## src/sv/kpi_pkg.sv

```systemverilog
// Shared types and codes for the keyframe position interpolator.
`timescale 1ns / 1ps
package kpi_pkg;
   localparam logic [1:0] CMD_CLEAR  = 2'd0;
   localparam logic [1:0] CMD_APPEND = 2'd1;
   localparam logic [1:0] CMD_QUERY  = 2'd2;
   localparam logic [1:0] CMD_UNUSED = 2'd3;

   typedef enum logic [2:0] {
      ST_ACCEPTED = 3'd0,
      ST_INTERP   = 3'd1,
      ST_FIRST    = 3'd2,
      ST_LAST     = 3'd3,
      ST_EMPTY    = 3'd4,
      ST_FULL     = 3'd5,
      ST_ORDER    = 3'd6
   } status_type;

   typedef enum logic [2:0] {
      S_IDLE, S_SCAN, S_DIV, S_MUL, S_DONE
   } state_type;

   // One key as it travels down the cell chain.
   typedef struct packed {
      logic [31:0] t;
      logic [31:0] x;
      logic [31:0] y;
      logic [31:0] z;
   } key_type;
endpackage

```

## src/sv/kpi_arith.sv

```systemverilog
// Shared restoring divider and sequential multiply for one interpolation.
`timescale 1ns / 1ps
module kpi_arith (
   input  logic        clock,
   input  logic        reset,
   input  logic        start,
   input  logic [31:0] num,
   input  logic [31:0] den,
   input  kpi_pkg::key_type lo_key,
   input  kpi_pkg::key_type hi_key,
   output logic        done,
   output logic [31:0] px,
   output logic [31:0] py,
   output logic [31:0] pz
);
   logic        busy_ff, busy_in;
   logic [5:0]  step_ff, step_in;
   logic [32:0] rem_ff, rem_in;
   logic [47:0] q_ff, q_in;
   logic [31:0] den_ff, den_in;
   logic [31:0] r_ff [3];
   logic [31:0] r_in [3];
   kpi_pkg::key_type lo_ff, hi_ff;
   logic [16:0] fac;
   logic signed [32:0] d;
   logic signed [50:0] prod;
   logic [1:0] ax;
   logic [32:0] trial;

   assign fac = (q_ff[47:16] != 32'd0 || q_ff[15:0] == 16'hFFFF) ? 17'hFFFF :
                {1'b0, q_ff[15:0]};
   assign ax = 2'(step_ff - 6'd48);
   always_comb begin
      unique case (ax)
         2'd0: d = $signed({hi_ff.x[31], hi_ff.x}) - $signed({lo_ff.x[31], lo_ff.x});
         2'd1: d = $signed({hi_ff.y[31], hi_ff.y}) - $signed({lo_ff.y[31], lo_ff.y});
         default: d = $signed({hi_ff.z[31], hi_ff.z}) - $signed({lo_ff.z[31], lo_ff.z});
      endcase
   end
   assign prod = 51'(d * $signed({1'b0, fac}));
   assign trial = {rem_ff[31:0], q_ff[47]} - {1'b0, den_ff};

   always_comb begin
      busy_in = busy_ff;
      step_in = step_ff;
      rem_in = rem_ff;
      q_in = q_ff;
      den_in = den_ff;
      r_in = r_ff;
      done = 1'b0;
      if (start) begin
         busy_in = 1'b1;
         step_in = 6'd0;
         rem_in = '0;
         q_in = {num, 16'd0};
         den_in = den;
      end else if (busy_ff) begin
         step_in = step_ff + 6'd1;
         if (step_ff < 6'd48) begin
            // one quotient bit per cycle
            if (!trial[32]) begin
               rem_in = trial;
               q_in = {q_ff[46:0], 1'b1};
            end else begin
               rem_in = {rem_ff[31:0], q_ff[47]};
               q_in = {q_ff[46:0], 1'b0};
            end
         end else if (step_ff < 6'd51) begin
            unique case (ax)
               2'd0: r_in[0] = lo_ff.x + 32'(prod >>> 16);
               2'd1: r_in[1] = lo_ff.y + 32'(prod >>> 16);
               default: r_in[2] = lo_ff.z + 32'(prod >>> 16);
            endcase
         end else begin
            busy_in = 1'b0;
            done = 1'b1;
         end
      end
   end

   always_ff @(posedge clock) begin
      if (reset) begin
         busy_ff <= 1'b0;
      end else begin
         busy_ff <= busy_in;
      end
      step_ff <= step_in;
      rem_ff <= rem_in;
      q_ff <= q_in;
      den_ff <= den_in;
      r_ff <= r_in;
      if (start) begin
         lo_ff <= lo_key;
         hi_ff <= hi_key;
      end
   end

   assign px = r_ff[0];
   assign py = r_ff[1];
   assign pz = r_ff[2];
endmodule

```

## config.mk

```make
export PLATFORM = sky130hd
export DESIGN_NAME = kpi_arith
export DESIGN_NICKNAME = d
export VERILOG_FILES = /design/src/sv/kpi_pkg.sv /design/src/sv/kpi_arith.sv
export SDC_FILE = /design/constraint.sdc
export NUM_CORES = 2
export LEC_CHECK = 0
export BUFFER_PORTS_ARGS = -buffer_cell sky130_fd_sc_hd__buf_2
export CORE_MARGIN = 2
export CORE_UTILIZATION = 65
export CTS_CLUSTER_DIAMETER = 150
export DETAILED_ROUTE_END_ITERATION = 10
export PLACE_DENSITY = 0.87
export SLEW_MARGIN = 20
export SYNTH_ARGS = -nofsm -noshare
export SYNTH_HDL_FRONTEND = slang
export SYNTH_SLANG_ARGS = --single-unit
```

## constraint.sdc

```tcl
create_clock -name clock -period 22.8 [get_ports clock]
set_input_delay 2.28 -clock clock [delete_from_list [all_inputs] [get_ports clock]]
set_output_delay 2.28 -clock clock [all_outputs]
set_load 0.02 [all_outputs]
```

**Yosys cells after proc, flatten, opt, wreduce, memory -nomap -nowiden**

Cells that the tools add are included.

- Register bits after elaboration: 407
- Input port bits: 323
- Output and inout bits: 97
- Word-level logic and storage cells: 58

- Add/subtract/negate cells: 9
- $mul: 1
- $lt $le $gt $ge: 2
- Equal/unequal tests: 2
- Muxes and demuxes: 15
- Bitwise logic cells: 3
- Reductions and logical operators: 11

Operators by type and width:

| operator | number |
|---|---|
| $mux W48 | 3 |
| $sub A32 B32 Y33 | 3 |
| $add A32 B32 Y32 | 3 |
| $pmux W33 S2 | 1 |
| $mul A33 B17 Y48 | 1 |
| $sub A33 B32 Y33 | 1 |
| $mux W32 | 1 |
| $reduce_bool A32 Y1 | 1 |
| $eq A16 B16 Y1 const B | 1 |
| $mux W16 | 1 |
| $reduce_and A5 Y1 | 3 |
| $lt A6 B6 Y1 const B | 2 |
| $mux W1 | 9 |
| $add A6 B1 Y6 const B | 1 |
| $reduce_and A2 Y1 | 2 |
| $reduce_bool A2 Y1 | 2 |
| $not A1 Y1 | 3 |
| $eq A2 B1 Y1 const B | 1 |
| $logic_not A2 Y1 | 1 |
| $reduce_or A2 Y1 | 1 |
| $sub A2 B1 Y2 const B | 1 |
| $logic_or A1 B1 Y1 | 1 |

**Longest topological paths before layout**

- Depth after elaboration: 5
- Mapped depth: 54
- Gate-level depth less buffers: 53

**Worst setup path before layout**

OpenSTA, ideal clock, no wires.

- Kind: register to register
- Start: register lo_ff[65] (netlist name)
- End: register r_ff, in the netlist py[30] (data pin)
- Library setup time: 0.262 ns
- Data arrival time: 11.115 ns
- Required time: 22.538 ns
- Setup slack: 11.423 ns
- Stages on the path, launching flop included: 52
- Buffers on the path: 0
- Clock period less this slack: 11.377 ns
- Cells stage by stage: edfxtp_1 -> inv_1 -> ha_1 -> nor2b_1 -> o21a_1 -> o21ai_0 -> a21oi_1 -> o221ai_1 -> a21boi_0 -> o21a_1 -> o21ai_0 -> nand2b_1 -> xor2_1 -> a221oi_1 -> nor2_1 -> fa_1 -> inv_1 -> fa_1 -> [... 16 more ...] -> o21a_1 -> o21a_1 -> nor2_1 -> xnor2_1 -> ha_1 -> a21oi_1 -> o21bai_1 -> a21o_1 -> a21o_1 -> a21oi_1 -> a21oi_1 -> o21a_1 -> o21ai_0 -> a21boi_1 -> o41a_1 -> a211oi_1 -> a21oi_1 -> xor2_1

- Word-level cells in the longest chain between the ends: 4

Ends and longest elaborated chain:

| element | RTL line | text |
|---|---|---|
| start, declared | kpi_arith.sv:23 | `kpi_pkg::key_type lo_ff, hi_ff;` |
| start signal, assigned | kpi_arith.sv:93 | `lo_ff <= lo_key;` |
| $sub A32 B32 Y33 | kpi_arith.sv:35 | `2'd0: d = $signed({hi_ff.x[31], hi_ff.x}) - $signed({lo_ff.x[31], lo_ff.x});` |
| $pmux W33 S2 | kpi_arith.sv:34 | `unique case (ax)` |
| $mul A33 B17 Y48 | kpi_arith.sv:40 | `assign prod = 51'(d * $signed({1'b0, fac}));` |
| $add A32 B32 Y32 | kpi_arith.sv:71 | `2'd1: r_in[1] = lo_ff.y + 32'(prod >>> 16);` |
| end signal, assigned | kpi_arith.sv:91 | `r_ff <= r_in;` |
| end, declared | kpi_arith.sv:21 | `logic [31:0] r_ff [3];` |

No other way between the ends.
A chain may end at the register's enable or synchronous reset.

**Final worst setup path**

- Start: register lo_ff[1] (netlist name)
- End: register r_ff, in the netlist pz[31] (data pin)

- Word-level cells in the longest chain between the ends: 4

Ends and longest elaborated chain:

| element | RTL line | text |
|---|---|---|
| $sub A32 B32 Y33 | kpi_arith.sv:37 | `default: d = $signed({hi_ff.z[31], hi_ff.z}) - $signed({lo_ff.z[31], lo_ff.z});` |
| $pmux W33 S2 | kpi_arith.sv:34 |  |
| $mul A33 B17 Y48 | kpi_arith.sv:40 |  |
| $add A32 B32 Y32 (*) | kpi_arith.sv:72 | `default: r_in[2] = lo_ff.z + 32'(prod >>> 16);` |

Mark *: on every way between the ends. The rest lies on a longest branch, timed or not.

==> impl_results.md <==
- Status: finished clean
- Post-cts sizing count: 0
- Worst Path Max Fanout: 11
- Row count: 92
- Average size of a mapped cell: a little under 10 um2
- Detailed Route Iter0 Violations: 3185
- Post-synthesis sequential area ratio: around 28%
- Most common cell in the netlist: inv_1
- Count of cell types in the netlist: just over 80
- Remaining antenna violation count after routing: 0
- Synth cell count leaders: 786 x inv_1, 496 x fa_1, 383 x nor2_1, 382 x nand2_1, 352 x edfxtp_1
- Share of post-route cells with drive strength above 1: 11.72%
- Worst slew pin tran: between 1 and 1.5 ns
- Mapped Nets: between 5000 and 6000
- # clock sinks: roughly 410
- Final setup TNS: 0 ns
- Port bufs: 355
- Clock Tree Buf Depth: 3
- Die width: between 200 and 300 um
- Post-synth EDFFs: around 350
- Post-Route WL: roughly 120 mm
- Core Area: ~63000 um2
- Vias in the first global route: around 34000
- Initial Util: around 66%
- Largest area contributor in the netlist: edfxtp_1
- Slowest-stage cell, CP: o41ai_1
- CP Data Required Time: 23.15 ns
- Final worst-path cycle share: 61.00%
- Layout net count: about 5800
- Clk_skew: about 0.053 ns
- Slew HR: 22.86%
- Seq cells post-synth: 407
- Largest net degree at the start of global routing: 85
- Most frequent CP cell: fa_1
- DRC errors left: 0
- Die height: about 260 um
- Setup repair after global routing missed its margin: no
- # H-tree levels: 2
- First-pass GRT wire length: 184.2 mm
- GPL Wtd Cong: 0.9843
- Hold Vio Cnt, Final: 0
- Die area: 66320 um2
- Clock Latency Late Sink: between 0.6 and 0.7 ns
- Worst-path clk slew: roughly 0.060 ns
- CTS tree: built
- Hold WC Path Type: flop to flop
- Initial antenna violation count: 10
- Routed len/inst: approximately 22 um
- Vias: between 30000 and 40000
- Mapped Cells: roughly 4300
- Nature of the critical path endpoint: flop
- Crit path kind: flop to flop
- GR Overflow Total: 0
- Area grow syn2layout: 10.07%
- Final setup vio count: 0
- Vias per cell: between 6 and 7
- Max-cap viol count: 0
- IO Count: 420
- Fmax: approximately 0.072 GHz
- CTS buffer count: 43
- Largest stage delay on the critical path: between 0.7 and 0.8 ns
- Top cells by area, synth: edfxtp_1 25%, fa_1 24%, ha_1 10%, inv_1 7.1%, nor2_1 3.4%
- # Post-CTS Setup Buffers: 0
- Final Max Tran Viols: 0
- Synth top area share: between 20% and 30%
- Min cycle time layout: about 14 ns
- Post-DP HPWL: a little over 90 mm
- Arrival @ worst endpoint: between 10 and 15 ns
- Ys async rst share: 0%
- YS warnings: 0
- Mapped cell area: between 40000 and 50000 um2
- First-pass detailed-route iteration total: 6
- Top FF cell, synth: edfxtp_1
- Hold_buf cts: 0
- Root Buffer: clkbuf_16
- Total track usage: a little over a third
- Startpoint Class: flop
area by class of cell:
class	instances	area, um2
Antenna cell	5	12.51
Clock buffer	49	1099
Clock inverter	28	374.1
Fill cell	4393	17330
Inverter	786	2950
Multi-Input combinational cell	2969	26740
Sequential cell	407	11670
Tap cell	846	1059
Timing Repair Buffer	395	2085
through the flow:
stage | area [um2] | hold WS, ns | cells | util [%] | setup slack [ns]
finish | 45990 | 0.4700 | 5485 | 72.63 | 8.891
global placement | 44500 | 0.4555 | 5402 | 70.28 | 9.252
detailed placement | 44500 | 0.4627 | 5402 | 70.28 | 8.922
CTS | 45970 | 0.4713 | 5479 | 72.61 | 8.868
global route | 45980 | 0.4947 | 5483 | 72.63 | 8.102
floorplan | 41780 | 0.4426 | 4279 | - | 11.42
cell families after synthesis:
logic type / count (synthesis) / share of synthesized area (%)
AND/OR/NAND/NOR: 1118 / 11.99
buffers and inverters: 903 / 8.173
adder cells (fa/ha/maj): 844 / 34.19
AO/OA/AOI/OAI: 758 / 12.28
flip-flops: 407 / 27.94
XOR/XNOR: 216 / 4.639
multiplexers: 33 / 0.7937
registers in the layout (all words and copies together) (netlist names):
register	cells
rem_ff	32
step_ff	6
py	32
lo_ff	96
busy_ff	1
q_ff	48
pz	32
px	32
den_ff	32
hi_ff	96
critical path: cells and delay by family, from the launching register on:
family                     cells  cell delay (ns)
adders and majority gates      9             3.91
AOI/OAI and AO/OA             19             5.32
and+or+nand+nor               11             2.66
buffers and inverters          5             0.27
DFF                            1             0.47
xor gates and xnor gates       3             0.98
worst paths after layout:
check,startpoint,to,slack (ns),cells past startpoint
hold reg to reg,rem_ff[19],rem_ff[19],0.47,2
hold / removal,rem_ff[19],rem_ff[19],0.47,2
setup reg to reg,lo_ff[1],pz[31],8.89,47
setup / recovery,lo_ff[1],pz[31],8.89,47
metal layers:
layer  wire length, um  GRT usage (%)
met3             12310          7.526
met5                47              0
met2             56260          59.68
met4              8477          22.03
met1             41600          43.23
placed cells by master, fill, tap and decap left out, drive strengths merged, types with 46 or more instances in the layout:
| master | n |
|---|---|
| nand2 | 382 |
| and2 | 49 |
| clkbuf | 50 |
| dfxtp | 55 |
| a21o | 118 |
| xnor2 | 145 |
| fa | 496 |
| o21a | 53 |
| a21oi | 179 |
| buf | 394 |
| ha | 348 |
| xor2 | 69 |
| inv | 791 |
| edfxtp | 352 |
| o21ai | 139 |
| nor3 | 46 |
| a22o | 51 |
| nor2 | 383 |
Power is left out: the tool's default activity adds up to more than one toggle a clock period on the data nets, which glitch-free logic cannot reach.
